**config.mk**
```make
export PLATFORM = sky130hd
export DESIGN_NAME = four_pin_lockout_debounce_events
export DESIGN_NICKNAME = d
export VERILOG_FILES = /design/src/rtl/fpld_pkg.sv /design/src/rtl/fpld_front.sv /design/src/rtl/fpld_fifo.sv /design/src/rtl/fpld_back.sv /design/src/rtl/four_pin_lockout_debounce_events.sv
export SDC_FILE = /design/constraint.sdc
export NUM_CORES = 1
export LEC_CHECK = 0
export BUFFER_PORTS_ARGS = -buffer_cell sky130_fd_sc_hd__buf_2
export CORE_ASPECT_RATIO = 1.75
export CORE_MARGIN = 2
export CORE_UTILIZATION = 35
export CTS_CLUSTER_DIAMETER = 150
export DETAILED_ROUTE_END_ITERATION = 8
export GPL_ROUTABILITY_DRIVEN = 0
export GPL_TIMING_DRIVEN = 0
export PLACE_DENSITY = 0.47
export SLEW_MARGIN = 10
export SYNTH_ARGS = -nofsm -noshare
export SYNTH_HDL_FRONTEND = slang
export SYNTH_HIERARCHICAL = 1
export SYNTH_SLANG_ARGS = --single-unit
```
**constraint.sdc**
```tcl
create_clock -name i_clk -period 8.1 [get_ports i_clk]
set_input_delay 1.62 -clock i_clk [delete_from_list [all_inputs] [get_ports i_clk]]
set_output_delay 1.62 -clock i_clk [all_outputs]
set_load 0.005 [all_outputs]
```
**src/rtl/fpld_pkg.sv**
```systemverilog
// ----------------------------------------------------------------------------
// fpld_pkg
// Shared types and constants for the four-pin lockout debounce block.
// ----------------------------------------------------------------------------
package fpld_pkg;

    // Pin order, also the order in which events leave the block
    localparam int unsigned PIN_DOOR   = 0;
    localparam int unsigned PIN_LOCK   = 1;
    localparam int unsigned PIN_RELOAD = 2;
    localparam int unsigned PIN_SHUT   = 3;
    localparam int unsigned NUM_PINS   = 4;

    localparam int unsigned WINDOW_W = 16;
    localparam logic [WINDOW_W-1:0] WINDOW_RESET = 16'd20;

    // Event codes
    typedef enum logic [2:0] {
        EV_DOOR_OPENED   = 3'd0,
        EV_DOOR_CLOSED   = 3'd1,
        EV_LOCK_CONFIRM  = 3'd2,
        EV_LOCK_RELEASE  = 3'd3,
        EV_RELOAD_REQ    = 3'd4,
        EV_SHUTDOWN_REQ  = 3'd5,
        EV_SHUTDOWN_END  = 3'd6
    } t_event_code;

    // Item function codes
    localparam logic FUNC_POLL = 1'b0;
    localparam logic FUNC_SEED = 1'b1;

    // Debounced status as reported with every result
    typedef struct packed {
        logic door_closed;
        logic lock_confirmed;
        logic reload_requested;
        logic shutdown_requested;
    } t_fpld_status;

    // One classified item between the front and back parts
    typedef struct packed {
        logic [NUM_PINS-1:0]  ev;     // event pending per pin
        t_event_code [NUM_PINS-1:0] code;
        t_fpld_status         status;
    } t_fpld_entry;

endpackage

```
**src/rtl/fpld_front.sv**
```systemverilog
// ----------------------------------------------------------------------------
// fpld_front
// Holds the debounce state, takes one item per cycle when accepted and classifies
// it into a per-pin event set plus the debounced status.
// ----------------------------------------------------------------------------
module fpld_front #(
    parameter int unsigned TICK_WIDTH = 32
) (
    input  logic                            i_clk,
    input  logic                            i_rst_n,
    input  logic                            i_cfg_we,
    input  logic [fpld_pkg::WINDOW_W-1:0]   i_cfg_wdata,
    input  logic                            i_accept,
    input  logic                            i_func,
    input  logic [fpld_pkg::NUM_PINS-1:0]   i_raw,
    input  logic [31:0]                     i_tick_now,
    output fpld_pkg::t_fpld_entry           o_entry
);
    import fpld_pkg::*;

    logic [WINDOW_W-1:0]    r_window;
    logic [NUM_PINS-1:0]    r_level;
    logic [TICK_WIDTH-1:0]  r_time [NUM_PINS];

    logic [NUM_PINS-1:0]    n_level;
    logic [NUM_PINS-1:0]    chg;
    logic [TICK_WIDTH-1:0]  now;
    logic [TICK_WIDTH-1:0]  elapsed [NUM_PINS];

    assign now = TICK_WIDTH'(i_tick_now);

    // Lockout check per pin, wrap-around elapsed time
    always_comb begin
        for (int p = 0; p < NUM_PINS; p++) begin
            elapsed[p] = now - r_time[p];
            chg[p]     = (i_func == FUNC_POLL) && (elapsed[p] >= TICK_WIDTH'(r_window))
                         && (i_raw[p] != r_level[p]);
        end
        n_level = (i_func == FUNC_SEED) ? i_raw : ((r_level & ~chg) | (i_raw & chg));
    end

    // Classification: events only for accepted changes, reload on press only
    always_comb begin
        o_entry.ev[PIN_DOOR]     = chg[PIN_DOOR];
        o_entry.ev[PIN_LOCK]     = chg[PIN_LOCK];
        o_entry.ev[PIN_RELOAD]   = chg[PIN_RELOAD] && !i_raw[PIN_RELOAD];
        o_entry.ev[PIN_SHUT]     = chg[PIN_SHUT];
        o_entry.code[PIN_DOOR]   = i_raw[PIN_DOOR] ? EV_DOOR_OPENED : EV_DOOR_CLOSED;
        o_entry.code[PIN_LOCK]   = i_raw[PIN_LOCK] ? EV_LOCK_CONFIRM : EV_LOCK_RELEASE;
        o_entry.code[PIN_RELOAD] = EV_RELOAD_REQ;
        o_entry.code[PIN_SHUT]   = i_raw[PIN_SHUT] ? EV_SHUTDOWN_END : EV_SHUTDOWN_REQ;
        o_entry.status.door_closed        = !n_level[PIN_DOOR];
        o_entry.status.lock_confirmed     = n_level[PIN_LOCK];
        o_entry.status.reload_requested   = !n_level[PIN_RELOAD];
        o_entry.status.shutdown_requested = !n_level[PIN_SHUT];
    end

    // Window register
    always_ff @(posedge i_clk) begin
        if (!i_rst_n) begin
            r_window <= WINDOW_RESET;
        end else if (i_cfg_we) begin
            r_window <= i_cfg_wdata;
        end
    end

    // Levels and change timestamps
    always_ff @(posedge i_clk) begin
        if (!i_rst_n) begin
            r_level <= 4'b1100;
            for (int p = 0; p < NUM_PINS; p++) r_time[p] <= '0;
        end else if (i_accept) begin
            r_level <= n_level;
            for (int p = 0; p < NUM_PINS; p++) begin
                if (i_func == FUNC_SEED) begin
                    r_time[p] <= '0;
                end else if (chg[p]) begin
                    r_time[p] <= now;
                end
            end
        end
    end

endmodule

```
**src/rtl/fpld_fifo.sv**
```systemverilog
// ----------------------------------------------------------------------------
// fpld_fifo
// Short show-ahead queue of classified items between front and back.
// ----------------------------------------------------------------------------
module fpld_fifo #(
    parameter int unsigned DEPTH = 2
) (
    input  logic                    i_clk,
    input  logic                    i_rst_n,
    input  logic                    i_push,
    input  fpld_pkg::t_fpld_entry   i_data,
    output logic                    o_full,
    input  logic                    i_pop,
    output fpld_pkg::t_fpld_entry   o_data,
    output logic                    o_empty
);
    import fpld_pkg::*;

    localparam int unsigned PTR_W = (DEPTH > 1) ? $clog2(DEPTH) : 1;
    localparam int unsigned CNT_W = $clog2(DEPTH + 1);

    t_fpld_entry        r_mem [DEPTH];
    logic [PTR_W-1:0]   r_wr_ptr;
    logic [PTR_W-1:0]   r_rd_ptr;
    logic [CNT_W-1:0]   r_count;

    assign o_full  = (r_count == CNT_W'(DEPTH));
    assign o_empty = (r_count == '0);
    assign o_data  = r_mem[r_rd_ptr];

    // Storage, no reset on payload
    always_ff @(posedge i_clk) begin
        if (i_push) begin
            r_mem[r_wr_ptr] <= i_data;
        end
    end

    // Pointers and fill count
    always_ff @(posedge i_clk) begin
        if (!i_rst_n) begin
            r_wr_ptr <= '0;
            r_rd_ptr <= '0;
            r_count  <= '0;
        end else begin
            if (i_push) begin
                r_wr_ptr <= (r_wr_ptr == PTR_W'(DEPTH - 1)) ? '0 : r_wr_ptr + PTR_W'(1);
            end
            if (i_pop) begin
                r_rd_ptr <= (r_rd_ptr == PTR_W'(DEPTH - 1)) ? '0 : r_rd_ptr + PTR_W'(1);
            end
            if (i_push && !i_pop) begin
                r_count <= r_count + CNT_W'(1);
            end else if (i_pop && !i_push) begin
                r_count <= r_count - CNT_W'(1);
            end
        end
    end

endmodule

```
**src/rtl/fpld_back.sv**
```systemverilog
// ----------------------------------------------------------------------------
// fpld_back
// Drains the queue head into the output register, one result per cycle unless
// stalled: one per pending event in pin order, or one status-only result.
// ----------------------------------------------------------------------------
module fpld_back (
    input  logic                                i_clk,
    input  logic                                i_rst_n,
    input  fpld_pkg::t_fpld_entry               i_head,
    input  logic                                i_empty,
    output logic                                o_pop,
    output logic                                o_out_valid,
    input  logic                                i_out_stall,
    output logic                                o_event_valid,
    output logic [2:0]                          o_event_code,
    output logic                                o_last_event,
    output fpld_pkg::t_fpld_status              o_status
);
    import fpld_pkg::*;

    logic [NUM_PINS-1:0]    r_sent;
    logic                   r_out_valid;
    logic                   r_event_valid;
    logic [2:0]             r_event_code;
    logic                   r_last_event;
    t_fpld_status           r_status;

    logic [NUM_PINS-1:0]    rem;
    logic [NUM_PINS-1:0]    pick;
    logic [NUM_PINS-1:0]    n_rem;
    logic [1:0]             idx;
    logic                   load;

    // Lowest pending pin goes first
    always_comb begin
        rem  = i_head.ev & ~r_sent;
        pick = rem & (~rem + NUM_PINS'(1));
        idx  = '0;
        for (int k = NUM_PINS - 1; k >= 0; k--) begin
            if (rem[k]) idx = 2'(k);
        end
        n_rem = rem & ~pick;
        load  = !i_empty && (!r_out_valid || !i_out_stall);
        o_pop = load && (n_rem == '0);
    end

    // Progress through the head item
    always_ff @(posedge i_clk) begin
        if (!i_rst_n) begin
            r_sent <= '0;
        end else if (load) begin
            r_sent <= (n_rem == '0) ? '0 : (r_sent | pick);
        end
    end

    // Output register
    always_ff @(posedge i_clk) begin
        if (!i_rst_n) begin
            r_out_valid <= 1'b0;
        end else if (load) begin
            r_out_valid <= 1'b1;
        end else if (!i_out_stall) begin
            r_out_valid <= 1'b0;
        end
    end

    always_ff @(posedge i_clk) begin
        if (load) begin
            r_event_valid <= (rem != '0);
            r_event_code  <= (rem != '0) ? i_head.code[idx] : EV_DOOR_OPENED;
            r_last_event  <= (n_rem == '0);
            r_status      <= i_head.status;
        end
    end

    assign o_out_valid   = r_out_valid;
    assign o_event_valid = r_event_valid;
    assign o_event_code  = r_event_code;
    assign o_last_event  = r_last_event;
    assign o_status      = r_status;

    // A status-only result always closes its item and carries code zero
    a_status_only_last: assert property (@(posedge i_clk) disable iff (!i_rst_n)
        (r_out_valid && !r_event_valid) |-> (r_last_event && r_event_code == EV_DOOR_OPENED))
        else $error("status-only result malformed");

    // Pins already sent belong to the head item
    a_sent_subset: assert property (@(posedge i_clk) disable iff (!i_rst_n)
        (!i_empty) |-> ((r_sent & ~i_head.ev) == '0))
        else $error("sent mask outside head events");

    // The head is popped only on its last result
    a_pop_last: assert property (@(posedge i_clk) disable iff (!i_rst_n)
        o_pop |=> (r_out_valid && r_last_event))
        else $error("pop without last result");

    // Partial progress only while an item is in the queue
    a_sent_needs_head: assert property (@(posedge i_clk) disable iff (!i_rst_n)
        (r_sent != '0) |-> !i_empty)
        else $error("progress bits set with empty queue");

endmodule

```
**src/rtl/four_pin_lockout_debounce_events.sv**
```systemverilog
// ----------------------------------------------------------------------------
// four_pin_lockout_debounce_events
// Lockout debounce on four pins with serialized event output.
// Accepted items are queued; each result is then registered in the output register.
// One item per clock in unless stalled; out: one result per event, or one if none.
// The two-entry item queue between classifier and output sets how far input runs ahead.
// Reset: levels door 0, lock 0, reload 1, shutdown 1; timestamps zero; window 20 ticks.
// ----------------------------------------------------------------------------
module four_pin_lockout_debounce_events #(
    parameter int unsigned TICK_WIDTH  = 32,
    parameter int unsigned QUEUE_DEPTH = 2
) (
    input  logic        i_clk,
    input  logic        i_rst_n,
    // configuration
    input  logic        i_cfg_we,
    input  logic [15:0] i_cfg_wdata,
    // input items
    input  logic        i_in_valid,
    output logic        o_in_stall,
    input  logic        i_func,
    input  logic        i_door_level,
    input  logic        i_lock_level,
    input  logic        i_reload_level,
    input  logic        i_shutdown_level,
    input  logic [31:0] i_tick_now,
    // result items
    output logic        o_out_valid,
    input  logic        i_out_stall,
    output logic        o_event_valid,
    output logic [2:0]  o_event_code,
    output logic        o_last_event,
    output logic        o_door_closed,
    output logic        o_lock_confirmed,
    output logic        o_reload_requested,
    output logic        o_shutdown_requested
);
    import fpld_pkg::*;

    t_fpld_entry            front_entry;
    t_fpld_entry            head_entry;
    t_fpld_status           status;
    logic                   full;
    logic                   empty;
    logic                   pop;
    logic                   accept;
    logic [NUM_PINS-1:0]    raw;

    assign o_in_stall = full;
    assign accept     = i_in_valid && !full;
    assign raw        = {i_shutdown_level, i_reload_level, i_lock_level, i_door_level};

    // Classifier and debounce state
    fpld_front #(
        .TICK_WIDTH (TICK_WIDTH)
    ) u_front (
        .i_clk       (i_clk),
        .i_rst_n     (i_rst_n),
        .i_cfg_we    (i_cfg_we),
        .i_cfg_wdata (i_cfg_wdata),
        .i_accept    (accept),
        .i_func      (i_func),
        .i_raw       (raw),
        .i_tick_now  (i_tick_now),
        .o_entry     (front_entry)
    );

    // Item queue
    fpld_fifo #(
        .DEPTH (QUEUE_DEPTH)
    ) u_fifo (
        .i_clk   (i_clk),
        .i_rst_n (i_rst_n),
        .i_push  (accept),
        .i_data  (front_entry),
        .o_full  (full),
        .i_pop   (pop),
        .o_data  (head_entry),
        .o_empty (empty)
    );

    // Event serializer
    fpld_back u_back (
        .i_clk         (i_clk),
        .i_rst_n       (i_rst_n),
        .i_head        (head_entry),
        .i_empty       (empty),
        .o_pop         (pop),
        .o_out_valid   (o_out_valid),
        .i_out_stall   (i_out_stall),
        .o_event_valid (o_event_valid),
        .o_event_code  (o_event_code),
        .o_last_event  (o_last_event),
        .o_status      (status)
    );

    assign o_door_closed        = status.door_closed;
    assign o_lock_confirmed     = status.lock_confirmed;
    assign o_reload_requested   = status.reload_requested;
    assign o_shutdown_requested = status.shutdown_requested;

endmodule
```
==> metrics.md <==
| Metric | Value |
|---|---|
| Crit path max fanout | `32` |
| Detail Route Antenna Nets | `0` |
| Diode count | `0` |
| WL met1 | `about 21 mm` |
| Filler Cells Inserted | `between 5k and 6k` |
| CP Capture Type | `flop` |
| Synth Register Bits | `~210` |
| Post-synth cell types | `93` |
| DR vias/cell | `~5.4` |
| Total track usage | `approximately a fifth` |
| Normalized max-slew margin | `between 20% and 30%` |
| Maximum vdd ir drop | `roughly 0.14 mV` |
| Post-CTS Repair Setup Buffers | `0` |
| # clock sinks | `around 210` |
| Number of flops mapped to enable cells by yosys | `about 180` |
| Sequential cell area fraction in the yosys report | `between 30% and 40%` |
| Final Hold Viols | `0` |
| Met3 wire len | `between 1.5 and 2 mm` |
| Final Util | `39.58%` |
| Detailed Route WL | `between 50 and 60 mm` |
| Std cell rows | `~110` |
| Core footprint | `~50000 sq um` |
| Worst R2R Setup Slack | `between 2 and 2.5 ns` |
| Routed wl met2 | `around 29 mm` |
| RSZ-0062 raised after global routing | `no` |
| H-tree depth | `1` |
| Hold Path Sink | `u_back/r_sent[0]$_SDFFE_PN0P_` |
| Vias | `roughly 15k` |
| DRC | `0` |
| CTS clk-pin slew, worst paths | `0.06 ns` |
| Syn_area_per_cell | `about 9.0 sq um` |
| Crit path cell chain | `buf_2 > inv_1 > ha_1 > inv_1 > fa_1 > a21o_1 > a31oi_1 > nor3_1 > o21ai_0 > xnor2_1 > ha_1 > a21oi_1 > nand2_1 > a221oi_1 > o221ai_1 > nor4_1 > nand3_1 > nor4b_1 > and4_4 > nor3_2 > nand2b_2` |
| Max Clk Rate | `roughly 140 MHz` |
| Final #Nets | `roughly 2.3k` |
| Clock root buffer | `clkbuf_16` |
| RR Endpoint | `u_front/r_time[3][28]$_SDFFCE_PN0P_` |
| Status | `complete, no violations` |
| CP peak stage delay | `roughly 0.67 ns` |
| Post-route cell area | `roughly 20000 sq um` |
| Hold_buf cts | `0` |
| WS Path Type | `in -> reg` |
| Ys flop type | `edfxtp_1` |
| Bufs and invs on worst path | `3` |
| Hpwl dp | `44.77 mm` |
| Placed Area | `around 19000 sq um` |
| CP arrival | `between 7 and 8 ns` |
| Final setup fails | `0` |
| Final Critical Period | `~7.2 ns` |
| Reg2Reg Depth | `19` |
| Clock buffer depth | `3` |
| Max cap viols | `0` |
| CTS buffer count | `24` |
| Initial antenna violation count | `0` |
| Yosys top cell by area | `edfxtp_1` |
| Die area | `approximately 52000 sq um` |
| Area contributors post-synth | `edfxtp_1 30%, ha_1 13%, a21oi_1 4.2%` |
| Starting Density | `35.21%` |
| Largest net degree at the start of global routing | `33` |
| First-pass GRT wire length | `between 80 and 90 mm` |
| IO Count | `a little under 70` |
| LEAKAGE | `around 7.9 nW` |
| CTS tree | `built` |
| Hold crit path type | `reg -> reg` |
| Post_cts resized | `0` |
| Iteration-0 DRC Markers | `~800` |
| Share of layout cells above drive strength 1 | `around 10%` |
| Crit path max-delay cell type | `nor4b_1` |
| Max-slew violations | `0` |
| Fin crit share | `about nine tenths` |
| Clk_skew | `roughly 0.027 ns` |
| Mapped Area | `about 18000 sq um` |
| Die height | `301.3 um` |
| Hold Crit Depth | `2` |
| DR pass1 iterations | `6` |
| Synth warn | `6` |
| Worst skew pair latency | `0.56 ns` |
| Drt wl/cell | `roughly 20 um` |
| Worst path required time | `8.20 ns` |
| Post-synth ARST share | `0%` |
| Post-Syn Instances | `~2.0k` |
| Area share of the largest cell type after synthesis | `between 30% and 40%` |
| Crit path max-delay family | `simple AND/OR/NAND/NOR gates` |
| Hold wc startpoint | `u_back/r_sent[0]$_SDFFE_PN0P_` |
| Uppermost layer routed | `met4` |
| Cell Pwr Density | `~230 nW/um^2` |
| Slew @ Worst Pin | `roughly 1.1 ns` |
| Area growth from synthesis to final layout | `12.42%` |
| CP startpoint kind | `input pin` |
| Vias in the first global route | `between 10k and 15k` |
| Grt ovf | `0` |
| Reg-to-Reg Start | `u_front/r_time[3][0]$_SDFFCE_PN0P_` |
| I/O Buffers | `between 60 and 70` |
| DIE WIDTH | `between 150 and 200 um` |
==> power breakdown <==
group / internal (mW) / switching, mW / leakage, nW
registers: 1.33 / 0.0466 / 2.08
clock network: 0.768 / 0.491 / 0.426
logic: 0.724 / 1.12 / 5.37
==> layer usage <==
metal	GRT usage [%]	vias to the layer above
li1	-	7384
met1	22.79	7035
met2	39.66	340
met3	1.639	114
met4	11.68	0
met5	0	-
==> synth_stat cells (12+ instances only) <==
cell       instances
nor2_1            95
nand3_1           44
nor3b_1           34
and2_1           111
mux2_2            21
buf_2             18
nor4_1            14
xnor2_1           55
nor2b_1           29
a21oi_1          150
clkbuf_1          44
dfxtp_1           30
a31oi_1           24
a211oi_1          25
xor2_1            34
inv_1            177
o21a_1            28
mux2i_1           29
nor3_1            43
o2111ai_1         13
nand4_1           37
edfxtp_1         177
a21o_1            37
o21ai_0           95
o211ai_1          22
and3_1            12
nand2b_1          24
nand2_1          149
ha_1             189
==> flip-flops by register name, indices dropped and copies added (netlist names), named ones only <==
name and count:
u_front/r_window 16, u_back/o_event_valid 1, u_back/o_event_code 3, u_back/o_last_event 1
u_back/o_status 4, u_fifo/r_rd_ptr 1, u_front/r_level 4, u_fifo/r_mem 40
u_back/r_sent 4, u_back/o_out_valid 1, u_fifo/r_count 2, u_fifo/r_wr_ptr 1
u_front/r_time 128
==> worst min-delay path: cells and delay by family (launching register included) <==
kind / cells / cell delay [ns]
flops: 1 / 0.34
simple gates: 1 / 0.07
compound gates: 1 / 0.04
==> cell type report <==
class | count | area, sq um | share of cell area, %
multi-input cells | 1503 | 10760 | 54.16
repair buffers | 70 | 405.4 | 2.041
plain buffers | 79 | 387.9 | 1.952
well taps | 666 | 833.3 | 4.194
clock inverters | 15 | 249.0 | 1.253
flip-flops and latches | 207 | 5916 | 29.78
inverters | 177 | 664.4 | 3.344
clock buffers | 29 | 650.6 | 3.275
==> cells in the final DEF, fill, tap and decap left out, types with 37 or more instances in the layout <==
cell      Yosys  routed
ha_1        189     189
nor3_1       43      43
clkbuf_1     44      47
edfxtp_1    177     177
nand3_1      44      44
o21ai_0      95      93
xnor2_1      55      55
buf_2        18      84
a21o_1       37      37
nor2_1       95      95
inv_1       177     177
nand2_1     149     149
nand4_1      37      37
and2_1      111     111
a21oi_1     150     149
==> worst max-delay path by stage <==
stage,cells after the start,slack (ns),startpoint,endpoint
after global placement,20,-1.35,i_tick_now[1],u_front/r_time[0][31]$_SDFFCE_PN0P_
after detailed placement,21,0.25,i_tick_now[0],u_front/r_time[3][23]$_SDFFCE_PN0P_
after CTS,21,0.81,i_tick_now[0],u_front/r_time[3][23]$_SDFFCE_PN0P_
after global routing,21,0.46,i_tick_now[0],u_front/r_time[3][27]$_SDFFCE_PN0P_
after floorplan,20,0.77,i_tick_now[0],u_front/r_time[0][0]$_SDFFCE_PN0P_
final,21,0.85,i_tick_now[0],u_front/r_time[3][28]$_SDFFCE_PN0P_
==> kinds of logic (layout without fill, tap and decap cells) <==
logic type	count (synthesis)	count (layout)	share of synthesized area (%)
and+or+nand+nor	642	642	19.56
AOI/OAI and AO/OA	520	520	19.68
buffers and inverters	256	370	5.954
DFF	207	207	33.47
adders and majority gates	194	194	13.90
xor gates and xnor gates	89	89	4.411
muxes	50	50	2.981
other	2	8	0.04250
==> metrics by stage <==
step | power (mW) | hold slack (ns) | instances | setup TNS [ns] | setup slack, ns
finish | 4.487 | 0.4887 | 2746 | 0 | 0.8518
global route | 4.798 | 0.5213 | 2746 | 0 | 0.4611
CTS | 4.533 | 0.4810 | 2746 | 0 | 0.8147
detailed placement | 3.246 | 0.4663 | 2702 | 0 | 0.2549
global placement | 3.215 | 0.4573 | 2698 | -89.04 | -1.355
floorplan | 2.725 | 0.4419 | 1966 | 0 | 0.7675
(Power assumes the default switching activity.)
